File: src/rtl/core/tosd_pkg.sv
`timescale 1ns / 1ps
// ----------------------------------------------------------------------------
// tosd_pkg - shared types and constants for the 3-of-6 stream decoder
// Holds the weight-3 code table, the lookup function, the status codes and
// the result and push structures passed between the decoder and its queue.
// ----------------------------------------------------------------------------
package tosd_pkg;

    // Result status codes
    typedef enum logic [1:0] {
        ST_OK       = 2'd0,
        ST_BAD_CODE = 2'd1,
        ST_LIMIT    = 2'd2
    } status_t;

    // One result beat
    typedef struct packed {
        logic [7:0] out_byte;
        logic       byte_valid;
        status_t    status;
        logic       last;
    } result_t;

    // Results produced by one decoded input beat (zero, one or two)
    typedef struct packed {
        logic [1:0] cnt;
        result_t    r0;
        result_t    r1;
    } push_t;

    localparam int WORD_W     = 6;
    localparam int NIB_W      = 4;
    localparam int FIFO_DEPTH = 4;
    localparam int PTR_W      = 2;
    localparam int CNT_W      = 3;

    // Weight-3 codes in ascending order, index = nibble
    localparam logic [WORD_W-1:0] CODE_TABLE [16] = '{
        6'h07, 6'h0B, 6'h0D, 6'h0E, 6'h13, 6'h15, 6'h16, 6'h19,
        6'h1A, 6'h1C, 6'h23, 6'h25, 6'h26, 6'h29, 6'h2A, 6'h2C
    };

    localparam result_t RESULT_ZERO = '{
        out_byte: 8'h00, byte_valid: 1'b0, status: ST_OK, last: 1'b0
    };

    // Returns {miss, nibble}; miss set when the word is not a table code
    function automatic logic [NIB_W:0] lookup_word(input logic [WORD_W-1:0] word);
        logic [NIB_W:0] res;
        res = {1'b1, {NIB_W{1'b0}}};
        for (int k = 0; k < 16; k++)
        begin
            if (CODE_TABLE[k] == word)
            begin
                res = {1'b0, NIB_W'(k)};
            end
        end
        return res;
    endfunction

endpackage

File: src/rtl/core/tosd_core.sv
`timescale 1ns / 1ps
// ----------------------------------------------------------------------------
// tosd_core - input register, bit gearbox and word decode
// Registers the incoming beat, appends its bits to the leftover bits, splits
// off one or two 6-bit words, looks them up and pairs nibbles into bytes.
// Produces up to two results per beat and keeps the per-frame state.
// ----------------------------------------------------------------------------
module tosd_core #(
    parameter int MAX_NIBBLES = 256
) (
    input  logic              clk,
    input  logic              rst_n,
    input  logic              in_valid,
    output logic              in_ready,
    input  logic [7:0]        in_byte,
    input  logic              in_last,
    input  logic              room,
    output tosd_pkg::push_t   push
);

    localparam int SEEN_W = $clog2(MAX_NIBBLES + 1);

    // Input register
    logic                 in_valid_reg;
    logic [7:0]           in_byte_reg;
    logic                 in_last_reg;
    logic                 step;

    // Frame state
    logic [3:0]           leftover_bits_reg, leftover_bits_next;
    logic [2:0]           leftover_count_reg, leftover_count_next;
    logic [3:0]           held_nibble_reg, held_nibble_next;
    logic                 held_valid_reg, held_valid_next;
    logic [SEEN_W-1:0]    seen_reg, seen_next;
    logic                 frame_failed_reg, frame_failed_next;

    // Decode working values
    logic [11:0]          bits_w;
    logic [5:0]           words [2];
    logic                 two_words;
    logic [4:0]           look;
    logic                 held_v;
    logic [3:0]           held_n;
    logic [SEEN_W-1:0]    seen_v;
    logic                 failed;
    logic [1:0]           n_res;
    logic                 cand_en;
    tosd_pkg::result_t    cand;
    tosd_pkg::result_t    res0, res1;

    assign step     = in_valid_reg && room;
    assign in_ready = !in_valid_reg || room;

    // Input beat register
    always_ff @(posedge clk or negedge rst_n)
    begin
        if (!rst_n)
        begin
            in_valid_reg <= 1'b0;
        end
        else if (in_ready)
        begin
            in_valid_reg <= in_valid;
        end
    end

    always_ff @(posedge clk)
    begin
        if (in_valid && in_ready)
        begin
            in_byte_reg <= in_byte;
            in_last_reg <= in_last;
        end
    end

    // Gearbox: leftover bits first, new byte above them
    always_comb
    begin
        case (leftover_count_reg)
            3'd2:    bits_w = {2'b00, in_byte_reg, leftover_bits_reg[1:0]};
            3'd4:    bits_w = {in_byte_reg, leftover_bits_reg};
            default: bits_w = {4'b0000, in_byte_reg};
        endcase
    end

    assign words[0]  = bits_w[5:0];
    assign words[1]  = bits_w[11:6];
    assign two_words = (leftover_count_reg == 3'd4);

    // Word decode, nibble pairing and frame-end handling
    always_comb
    begin
        held_v  = held_valid_reg;
        held_n  = held_nibble_reg;
        seen_v  = seen_reg;
        failed  = 1'b0;
        n_res   = 2'd0;
        res0    = tosd_pkg::RESULT_ZERO;
        res1    = tosd_pkg::RESULT_ZERO;
        look    = '0;
        cand    = tosd_pkg::RESULT_ZERO;
        cand_en = 1'b0;

        for (int k = 0; k < 2; k++)
        begin
            if ((k == 0 || two_words) && !failed)
            begin
                look    = tosd_pkg::lookup_word(words[k]);
                cand    = tosd_pkg::RESULT_ZERO;
                cand_en = 1'b0;
                if (look[4])
                begin
                    cand.status = tosd_pkg::ST_BAD_CODE;
                    cand.last   = 1'b1;
                    cand_en     = 1'b1;
                    failed      = 1'b1;
                end
                else if (seen_v >= SEEN_W'(MAX_NIBBLES))
                begin
                    cand.status = tosd_pkg::ST_LIMIT;
                    cand.last   = 1'b1;
                    cand_en     = 1'b1;
                    failed      = 1'b1;
                end
                else
                begin
                    seen_v = seen_v + 1'b1;
                    if (held_v)
                    begin
                        cand.out_byte   = {look[3:0], held_n};
                        cand.byte_valid = 1'b1;
                        cand_en         = 1'b1;
                        held_v          = 1'b0;
                        held_n          = 4'h0;
                    end
                    else
                    begin
                        held_n = look[3:0];
                        held_v = 1'b1;
                    end
                end
                if (cand_en)
                begin
                    if (n_res == 2'd0)
                    begin
                        res0 = cand;
                    end
                    else
                    begin
                        res1 = cand;
                    end
                    n_res = n_res + 2'd1;
                end
            end
        end

        leftover_bits_next  = leftover_bits_reg;
        leftover_count_next = leftover_count_reg;
        held_nibble_next    = held_nibble_reg;
        held_valid_next     = held_valid_reg;
        seen_next           = seen_reg;
        frame_failed_next   = frame_failed_reg;

        if (frame_failed_reg)
        begin
            // Discarding the rest of a failed frame; its end clears everything
            n_res = 2'd0;
            if (in_last_reg)
            begin
                leftover_bits_next  = 4'h0;
                leftover_count_next = 3'd0;
                held_nibble_next    = 4'h0;
                held_valid_next     = 1'b0;
                seen_next           = '0;
                frame_failed_next   = 1'b0;
            end
        end
        else if (failed)
        begin
            held_nibble_next = held_n;
            held_valid_next  = held_v;
            seen_next        = seen_v;
            if (in_last_reg)
            begin
                leftover_bits_next  = 4'h0;
                leftover_count_next = 3'd0;
                held_nibble_next    = 4'h0;
                held_valid_next     = 1'b0;
                seen_next           = '0;
            end
            else
            begin
                frame_failed_next = 1'b1;
            end
        end
        else
        begin
            held_nibble_next = held_n;
            held_valid_next  = held_v;
            seen_next        = seen_v;
            case (leftover_count_reg)
                3'd2:
                begin
                    leftover_bits_next  = bits_w[9:6];
                    leftover_count_next = 3'd4;
                end
                3'd4:
                begin
                    leftover_bits_next  = 4'h0;
                    leftover_count_next = 3'd0;
                end
                default:
                begin
                    leftover_bits_next  = {2'b00, bits_w[7:6]};
                    leftover_count_next = 3'd2;
                end
            endcase

            if (in_last_reg)
            begin
                // Odd nibble goes out alone, otherwise a bare end if nothing went out
                cand = tosd_pkg::RESULT_ZERO;
                if (held_v)
                begin
                    cand.out_byte   = {4'h0, held_n};
                    cand.byte_valid = 1'b1;
                end
                if (held_v || n_res == 2'd0)
                begin
                    if (n_res == 2'd0)
                    begin
                        res0 = cand;
                    end
                    else
                    begin
                        res1 = cand;
                    end
                    n_res = n_res + 2'd1;
                end
                if (n_res == 2'd2)
                begin
                    res1.last = 1'b1;
                end
                else
                begin
                    res0.last = 1'b1;
                end
                leftover_bits_next  = 4'h0;
                leftover_count_next = 3'd0;
                held_nibble_next    = 4'h0;
                held_valid_next     = 1'b0;
                seen_next           = '0;
            end
        end
    end

    // Frame state registers
    always_ff @(posedge clk or negedge rst_n)
    begin
        if (!rst_n)
        begin
            leftover_bits_reg  <= 4'h0;
            leftover_count_reg <= 3'd0;
            held_nibble_reg    <= 4'h0;
            held_valid_reg     <= 1'b0;
            seen_reg           <= '0;
            frame_failed_reg   <= 1'b0;
        end
        else if (step)
        begin
            leftover_bits_reg  <= leftover_bits_next;
            leftover_count_reg <= leftover_count_next;
            held_nibble_reg    <= held_nibble_next;
            held_valid_reg     <= held_valid_next;
            seen_reg           <= seen_next;
            frame_failed_reg   <= frame_failed_next;
        end
    end

    assign push.cnt = step ? n_res : 2'd0;
    assign push.r0  = res0;
    assign push.r1  = res1;

endmodule

File: src/rtl/core/tosd_fifo.sv
`timescale 1ns / 1ps
// ----------------------------------------------------------------------------
// tosd_fifo - four-entry result queue
// Takes up to two results per cycle from the decoder, hands out one beat
// per cycle while out_ready is high, flags room with two or more slots free.
// ----------------------------------------------------------------------------
module tosd_fifo (
    input  logic              clk,
    input  logic              rst_n,
    input  tosd_pkg::push_t   push,
    output logic              room,
    output logic              out_valid,
    input  logic              out_ready,
    output tosd_pkg::result_t out_data
);

    tosd_pkg::result_t                 entry_reg [tosd_pkg::FIFO_DEPTH];
    logic [tosd_pkg::PTR_W-1:0]        wr_ptr_reg, wr_ptr_next;
    logic [tosd_pkg::PTR_W-1:0]        rd_ptr_reg, rd_ptr_next;
    logic [tosd_pkg::CNT_W-1:0]        count_reg, count_next;
    logic                              pop;

    assign out_valid = (count_reg != '0);
    assign out_data  = entry_reg[rd_ptr_reg];
    assign pop       = out_valid && out_ready;
    assign room      = (count_reg <= tosd_pkg::CNT_W'(tosd_pkg::FIFO_DEPTH - 2));

    // Pointer and fill arithmetic
    always_comb
    begin
        wr_ptr_next = wr_ptr_reg + tosd_pkg::PTR_W'(push.cnt);
        rd_ptr_next = rd_ptr_reg + tosd_pkg::PTR_W'(pop);
        count_next  = count_reg + tosd_pkg::CNT_W'(push.cnt) - tosd_pkg::CNT_W'(pop);
    end

    always_ff @(posedge clk or negedge rst_n)
    begin
        if (!rst_n)
        begin
            wr_ptr_reg <= '0;
            rd_ptr_reg <= '0;
            count_reg  <= '0;
        end
        else
        begin
            wr_ptr_reg <= wr_ptr_next;
            rd_ptr_reg <= rd_ptr_next;
            count_reg  <= count_next;
        end
    end

    // Entry writes, first result at the write pointer, second just after
    always_ff @(posedge clk)
    begin
        if (push.cnt != 2'd0)
        begin
            entry_reg[wr_ptr_reg] <= push.r0;
        end
        if (push.cnt == 2'd2)
        begin
            entry_reg[wr_ptr_reg + 1'b1] <= push.r1;
        end
    end

    // Never pushes past the depth
    a_no_overflow: assert property (@(posedge clk) disable iff (!rst_n)
        (push.cnt != 2'd0) |->
        (({1'b0, count_reg} + 4'(push.cnt)) <= 4'(tosd_pkg::FIFO_DEPTH)))
        else $error("result queue overflow");

    // Fill count agrees with the pointers
    a_ptr_count: assert property (@(posedge clk) disable iff (!rst_n)
        count_reg[tosd_pkg::PTR_W-1:0] == (wr_ptr_reg - rd_ptr_reg))
        else $error("fill count and pointers disagree");

    // A push always leaves the queue non-empty afterwards
    a_room: assert property (@(posedge clk) disable iff (!rst_n)
        (push.cnt != 2'd0) |=> (count_reg != '0))
        else $error("pushed result went missing");

endmodule

File: src/rtl/core/three_of_six_stream_decoder_top.sv
`timescale 1ns / 1ps
// ----------------------------------------------------------------------------
// three_of_six_stream_decoder_top - 3-of-6 line decoder for frame bytes
// Decodes LSB-first 6-bit weight-3 words into nibbles and pairs them into
// bytes, with frame-end, odd-nibble, invalid-code and length-limit handling.
//
//   channel   dir  tdata               tuser                     tlast
//   s_axis    in   enc_byte[7:0]       -                         frame_end
//   m_axis    out  out_byte[7:0]       byte_valid, status[1:0]   last
//
// One input beat per cycle while the queue has room; each beat yields zero,
// one or two result beats. The path is the input register, then decode into a
// four-entry result queue whose head drives m_axis. The output side moves one
// beat per cycle while m_axis_tready is high, so s_axis_tready drops while a
// beat is held in the input register and the queue holds over two results.
// Reset clears all frame state and the queue at once; no clearing pass.
// ----------------------------------------------------------------------------
module three_of_six_stream_decoder_top #(
    parameter int MAX_NIBBLES = 256
) (
    input  logic       clk,
    input  logic       rst_n,
    input  logic       s_axis_tvalid,
    output logic       s_axis_tready,
    input  logic [7:0] s_axis_tdata,   // [7:0] enc_byte
    input  logic       s_axis_tlast,
    output logic       m_axis_tvalid,
    input  logic       m_axis_tready,
    output logic [7:0] m_axis_tdata,   // [7:0] out_byte
    output logic [2:0] m_axis_tuser,   // [0] byte_valid, [2:1] status
    output logic       m_axis_tlast
);

    tosd_pkg::push_t   push;
    tosd_pkg::result_t head;
    logic              room;

    // Gearbox and decode
    tosd_core #(
        .MAX_NIBBLES (MAX_NIBBLES)
    ) u_core (
        .clk      (clk),
        .rst_n    (rst_n),
        .in_valid (s_axis_tvalid),
        .in_ready (s_axis_tready),
        .in_byte  (s_axis_tdata),
        .in_last  (s_axis_tlast),
        .room     (room),
        .push     (push)
    );

    // Result queue
    tosd_fifo u_fifo (
        .clk       (clk),
        .rst_n     (rst_n),
        .push      (push),
        .room      (room),
        .out_valid (m_axis_tvalid),
        .out_ready (m_axis_tready),
        .out_data  (head)
    );

    assign m_axis_tdata = head.out_byte;
    assign m_axis_tuser = {head.status, head.byte_valid};
    assign m_axis_tlast = head.last;

endmodule
File: config.mk
export PLATFORM = sky130hd
export DESIGN_NAME = three_of_six_stream_decoder_top
export DESIGN_NICKNAME = d
export VERILOG_FILES = /design/src/rtl/core/tosd_pkg.sv /design/src/rtl/core/tosd_core.sv /design/src/rtl/core/tosd_fifo.sv /design/src/rtl/core/three_of_six_stream_decoder_top.sv
export SDC_FILE = /design/constraint.sdc
export NUM_CORES = 1
export LEC_CHECK = 0
export ABC_AREA = 1
export ABC_CLOCK_PERIOD_IN_PS = 5950
export BUFFER_PORTS_ARGS = -buffer_cell sky130_fd_sc_hd__buf_2
export CELL_PAD_IN_SITES_DETAIL_PLACEMENT = 1
export CELL_PAD_IN_SITES_GLOBAL_PLACEMENT = 1
export CORE_UTILIZATION = 30
export DETAILED_ROUTE_END_ITERATION = 8
export GPL_TIMING_DRIVEN = 0
export PLACE_DENSITY_LB_ADDON = 0.12
export SYNTH_ARGS = -nofsm -noshare
export SYNTH_HDL_FRONTEND = slang
export SYNTH_HIERARCHICAL = 1
export SYNTH_SLANG_ARGS = --single-unit
File: constraint.sdc
create_clock -name clk -period 5.95 [get_ports clk]
set_clock_uncertainty 0.15 [all_clocks]
set_input_delay 1.785 -clock clk [delete_from_list [all_inputs] [get_ports clk]]
set_output_delay 1.785 -clock clk [all_outputs]
set_load 0.01 [all_outputs]
==> run_results.csv, run 1 <==
group,metric,value,unit
die,die_h,149,µm
setup_path,required,5860,ps
sta,tightest_slew,988,ps
place,dp_hpwl,16200,µm
finish,fin_util,34.6,%
clock_network,clock-root-buffer,"clkbuf_16",
synthesis,syn_area,0.00646,mm²
clock_network,clk_pin_slew,70,ps
setup_path,arrival,5310,ps
drt,vias,5851,
pwr,p_leak,3.06,nW
finish,drive_gt1_share,20.5,%
outcome,outcome,"completed",
synthesis,async_flop_share,34.5,%
die,coreArea,0.0211,mm²
synthesis,ys_seq_area_share,38.1,%
drt,wl_per_cell,17.2,µm
setup_path,cp_max_fo,10,
clock_network,clk_latency,360,ps
clock_network,cts_made_buffers,9,
finish,diodes,0,
setup_path,path_class,"flip-flop to flip-flop",
pwr,ir_drop,0.191,mV
die,rows,53,
finish,final_nets,912,
setup_path,cp_slowest_cell,"dfrtp_1",
drt,viasPerCell,5.02,
die,start_util,30.6,%
synthesis,ys_seq_elements,87,
pwr,p_per_area,523,mW/mm²
synthesis,synthDistinctLibCells,51,
die,fp.dieW,149,µm
drt,met2_length,10100,µm
sta,hold_viol,0,
clock_network,h-tree-depth,3,
sta,max_freq,185,MHz
run,drv_cap,0,
drt,wl,20100,µm
sta,rsz0062_at_grt,"false",
synthesis,synth_fp_nets,870,
setup_path,start_kind,"flip-flop",
finish,regArea,0.00246,mm²
drt,drt-initial-drc-count,229,
drt,dr_wl_met3,373,µm
global_route,grt_pass1_wl,32700,µm
sta,slew_violations,0,
die,die_area,0.0221,mm²
finish,n_fill_cell,2598,
sta,fin_crit,5400,ps
global_route,grt_pass1_vias,6066,
global_route,grt_max_degree,31,
die,ios,27,
clock_network,cts.sinks,87,
worst_hold_path,worstHoldPathType,"flip-flop to flip-flop",
clock_network,cts_hold_buf,0,
clock_network,tritoncts,"built",
sta,finalCritPeriodShare,90.8,%
synthesis,synth_edf_count,57,
finish,layout-area-overhead-vs-synth,13.0,%
synthesis,syn_area_per_cell,7.65,µm²
drt,first_pass_iters,4,
synthesis,yosys_warnings,6,
setup_path,end_kind,"flip-flop",
drt,topRoutingLayerUsed,"met4",
global_route,grt_overflow,0,
clock_network,cts_buffer_depth,2,
sta,slew_headroom,34.2,%
finish,multi_input_area,0.00342,mm²
synthesis,netlist_instances,844,
setup_path,max_stage_delay,370,ps
pwr,finalPower,3.82,mW
synthesis,synth_ff_type,"edfxtp_1",
setup_path,ff2ff_setup_slack,550,ps
global_route,grt.total_usage,19.1,%
place,numPortBuffers,26,
sta,setup_violations,0,
setup_path,crit_top_cell,"nand2_1",
place,routabilityCongestion,0.839,
finish,largest_reg_flops,48,
drt,final_antenna_net_count,0,
global_route,antenna_found_initial,0,
drt,drc,0,
drt,m1WireLength,9260,µm
[cells in the final DEF, fill, tap and decap left out, drive strengths merged, types with 10 or more instances in the layout]
cell type and count:
nand4 21, o22ai 20, buf 52, ha 12, a21oi 19, o21ai 131, xor2 10, clkbuf 12
inv 103, edfxtp 57, nor2 125, nand2 212, dfrtp 30, nand3 46
[worst paths after layout]
path | start | end | cells after the start
min in group asynchronous | rst_n | u_core/seen_reg[4] | 1
max reg2reg | u_core/leftover_count_reg[1] | u_fifo/entry_reg[2][3] | 34
min | u_core/in_valid_reg | u_core/in_valid_reg | 2
max in group asynchronous | rst_n | u_core/leftover_count_reg[0] | 1
min reg2reg | u_core/in_valid_reg | u_core/in_valid_reg | 2
max | u_core/leftover_count_reg[1] | u_fifo/entry_reg[2][3] | 34
[logic make-up after synthesis]
group                    share of synthesized area (%)
adder cells (fa/ha/maj)                           2.63
AND/OR/NAND/NOR                                   30.5
XOR/XNOR                                          1.61
buffers and inverters                             9.30
flip-flops                                        38.1
AO/OA/AOI/OAI                                     17.8
[routing by layer]
layer,GRT usage [%],up-vias
met1,23.8,2865
met3,1.96,18
met4,6.43,0
met5,0,-
met2,34.3,62
li1,-,2906
[area by class of cell]
type | instances | share of cell area [%]
clock inverter | 7 | 0.977
sequential | 87 | 33.7
clock buffer | 9 | 3.09
tap | 275 | 4.71
multi-input combinational | 628 | 46.8
buffer | 24 | 2.62
timing repair buffer | 31 | 2.40
inverter | 105 | 5.66
[power by group]
| part | internal, mW | switching [mW] |
|---|---|---|
| clock network | 0.326 | 0.258 |
| logic | 0.703 | 1.59 |
| registers | 0.834 | 0.104 |
| total | 1.86 | 1.96 |
[Yosys cell counts (7+ instances only)]
library cell	instances	area, µm²
o22ai_1	20	125
nor2_1	103	387
inv_1	83	312
nand4_1	20	125
nor2_4	7	78.8
xor2_1	9	78.8
o21ai_2	36	315
buf_2	8	40.0
edfxtp_1	57	1710
nand2_4	8	90.1
nor2_2	12	75.1
o21ai_0	57	285
a21oi_1	19	95.1
inv_2	17	63.8
nand3_1	39	195
nand2_1	195	732
nand2_2	9	56.3
o21ai_1	37	185
ha_1	12	150
buf_6	11	124
dfrtp_1	30	751
[stage by stage]
stage	hold slack [ps]	TNS [ps]	cells	cell area (µm²)	worst slack, ps
floorplan	292	0	844	6460	714
global placement	344	-31080	1145	6930	-742
detailed placement	374	0	1149	6990	169
CTS	390	0	1165	7280	139
global route	429	0	1166	7300	84.1
finish	383	0	1166	7300	549
[worst max-delay path, delay by kind of cell (launching register included)]
kind                       cells  cell delay [ps]
AOI/OAI and AO/OA              2              280
xor gates and xnor gates       1              200
adders and majority gates      3              640
buffers and inverters         10             1290
DFF                            1              370
and+or+nand+nor               18             2120
[what timing repair did]
item                       in CTS  in global routing
setup buffers                   0                  1
gates resized for setup         0                  2
setup endpoints to repair       0                 39
Note: power is estimated with default switching activity, not from simulation.
==> run 2, diff against run 1 <==
--- a/config.mk
+++ b/config.mk
@@ -16,5 +16,4 @@
 export PLACE_DENSITY_LB_ADDON = 0.12
 export SYNTH_ARGS = -nofsm -noshare
 export SYNTH_HDL_FRONTEND = slang
-export SYNTH_HIERARCHICAL = 1
 export SYNTH_SLANG_ARGS = --single-unit
==> run_results.csv, run 2 <==
group,metric,value,unit
finish,final_common_cell,"nand2_1",
clock_network,tritoncts,"built",
worst_hold_path,min_from,"u_core.held_nibble_reg[2]",
sta,fin_crit,5110,ps
finish,layout-area-overhead-vs-synth,11.8,%
setup_path,arrival,4960,ps
setup_path,path_class,"flip-flop to flip-flop",
pwr,p_per_area,525,mW/mm²
sta,tns,0,ps
synthesis,yosys_warnings,0,
finish,final_nets,965,
synthesis,yosysTopAreaCell,"edfxtp_1",
finish,multi_input_area,0.00361,mm²
sta,slew_violations,0,
synthesis,netlist_instances,901,
worst_hold_path,worstHoldPathType,"flip-flop to flip-flop",
die,rows,54,
setup_path,crit_family,"simple AND/OR/NAND/NOR gates",
drt,drc,0,
worst_hold_path,min_path_cells,2,
die,fp.dieW,152,µm
clock_network,post_cts_buffers,0,
clock_network,cts.sinks,87,
die,start_util,30.8,%
die,coreArea,0.0219,mm²
sta,finalCritPeriodShare,86.0,%
finish,diodes,0,
drt,wl,21200,µm
setup_path,crit_top_cell,"nand2_1",
global_route,grt_overflow,0,
drt,drt-initial-drc-count,231,
finish,fin_cells,1223,
synthesis,yosysMostFrequentCell,"nand2_1",
drt,vias,6049,
setup_path,max_stage_delay,470,ps
synthesis,async_flop_share,34.5,%
run,drv_cap,0,
drt,viasPerCell,4.95,
finish,mostFrequentLayoutCells,"nand2_1, nor2_1, nand3_1, inv_1, o21ai_0",
setup_path,required,5790,ps
setup_path,reg2reg_to,"u_fifo.entry_reg[3][3]",
drt,final_antenna_net_count,0,
synthesis,syn_area,0.00674,mm²
finish,n_fill_cell,2744,
global_route,grt_max_degree,31,
global_route,grt.total_usage,19.2,%
global_route,antenna_found_initial,0,
place,dp_cells,1207,
outcome,outcome,"completed",
clock_network,clk_latency,360,ps
setup_path,end_kind,"flip-flop",
global_route,grt_pass1_wl,35000,µm
synthesis,synth_edf_count,57,
setup_path,start_kind,"flip-flop",
synthesis,synth_fp_nets,928,
synthesis,ys_seq_area_share,36.6,%
setup_path,critPathBufInv,7,
synthesis,synth_ff_type,"edfxtp_1",
die,ios,27,
setup_path,cp_max_fo,12,
finish,drive_gt1_share,15.3,%
synthesis,ys_top_cells_by_area,"edfxtp_1, nand2_1, dfrtp_1",
sta,hold_viol,0,
sta,max_freq,196,MHz
clock_network,clock-root-buffer,"clkbuf_16",
sta,setup_violations,0,
sta,rsz0062_at_grt,"false",
clock_network,cts_resized,0,
setup_path,worst_r2r_path_depth,30,
clock_network,h-tree-depth,3,
place,routabilityCongestion,0.811,
synthesis,syn_area_per_cell,7.48,µm²
pwr,ir_drop,0.175,mV
setup_path,ff2ff_setup_slack,840,ps
synthesis,yosys-top-cells-count,"nand2_1, nor2_1, inv_1, nand3_1, o21ai_0",
finish,regArea,0.00246,mm²
synthesis,synth.top_cell.area_share,25.4,%
clock_network,cts_hold_buf,0,
finish,largest_reg_flops,48,
global_route,grt_pass1_vias,6191,
die,die_h,152,µm
sta,slew_headroom,30.5,%
clock_network,clk_pin_slew,70,ps
worst_hold_path,holdPathEnd,"u_core.held_nibble_reg[2]",
clock_network,cts_made_buffers,9,
setup_path,cp_slowest_cell,"nand2_1",
sta,tightest_slew,1040,ps
place,dp_hpwl,16900,µm
synthesis,ys_seq_elements,87,
synthesis,synthDistinctLibCells,44,
clock_network,cts_buffer_depth,2,
place,numPortBuffers,26,
drt,first_pass_iters,4,
drt,wl_per_cell,17.3,µm
pwr,p_leak,3.37,nW
die,die_area,0.0231,mm²
setup_path,r2r-start,"u_core.leftover_count_reg[0]",
## run 2: cell count changes in the layout (fill, tap and decap cells not counted), sizes merged, moves of 12 or more
cell    previous run  this run
o21ai            131        71
nand2            212       286
clkbuf            12        24
inv              103        85
nand3             46        89
nand4             21        46
## run 2: cells by family (layout without fill, tap and decap cells)
family	count (synthesis)	after routing	synth area share (%)
buf+inv	119	161	9.92
fa+ha+maj	14	14	2.71
compound gates	116	116	9.81
flops	87	87	36.6
xor+xnor	12	12	1.56
simple gates	553	553	39.5
## run 2: power by group
group,switching [mW],total [mW],internal [mW]
Combinational,1.68,2.43,0.750
Clock,0.271,0.609,0.338
Sequential,0.0915,0.909,0.818
Total,2.04,3.95,1.91
## run 2: worst register-to-register path: cells and delay by family (launching register included)
kind,cells,cell delay [ps]
buffers and inverters,7,890
adders and majority gates,2,470
and+or+nand+nor,21,2790
DFF,1,450
## run 2: stage by stage
stage | hold WS [ps] | setup WS [ps] | power, mW | instance area, µm² | util (%)
final | 377 | 835 | 3.95 | 7530 | 34.4
after global routing | 408 | 396 | 4.31 | 7530 | 34.4
after CTS | 382 | 744 | 4.01 | 7530 | 34.4
after detailed placement | 361 | 806 | 3.38 | 7220 | 33.0
after global placement | 358 | 889 | 3.37 | 7220 | 33.0
after floorplan | 304 | 1800 | 2.68 | 6740 | -
## run 2: final cells by class
class	instances	area share (%)
multi-input combinational	695	47.9
clock buffer	12	3.71
buffer	34	4.64
tap	280	4.65
timing repair buffer	26	1.73
sequential	87	32.7
inverter	85	4.24
clock inverter	4	0.432
## run 2: worst max path at each step
stage / slack [ps] / endpoint / cells after the start / from
after floorplan: 1800 / u_fifo.entry_reg[1][0] / 29 / u_core.leftover_count_reg[1]
after global placement: 890 / u_fifo.entry_reg[3][4] / 30 / u_core.leftover_count_reg[0]
after detailed placement: 810 / u_fifo.entry_reg[3][4] / 30 / u_core.leftover_count_reg[0]
after CTS: 740 / u_fifo.entry_reg[3][3] / 30 / u_core.leftover_count_reg[0]
after global routing: 400 / u_fifo.entry_reg[3][3] / 30 / u_core.leftover_count_reg[0]
final: 840 / u_fifo.entry_reg[3][3] / 30 / u_core.leftover_count_reg[0]
## run 2: per-layer routing
| layer | routed length (µm) | up-vias | track usage, % |
|---|---|---|---|
| met3 | 460 | 13 | 2.31 |
| met5 | 0 | - | 0 |
| met2 | 10500 | 60 | 33.8 |
| met1 | 10100 | 2875 | 25.0 |
| met4 | 207 | 0 | 4.10 |
| li1 | - | 3101 | - |
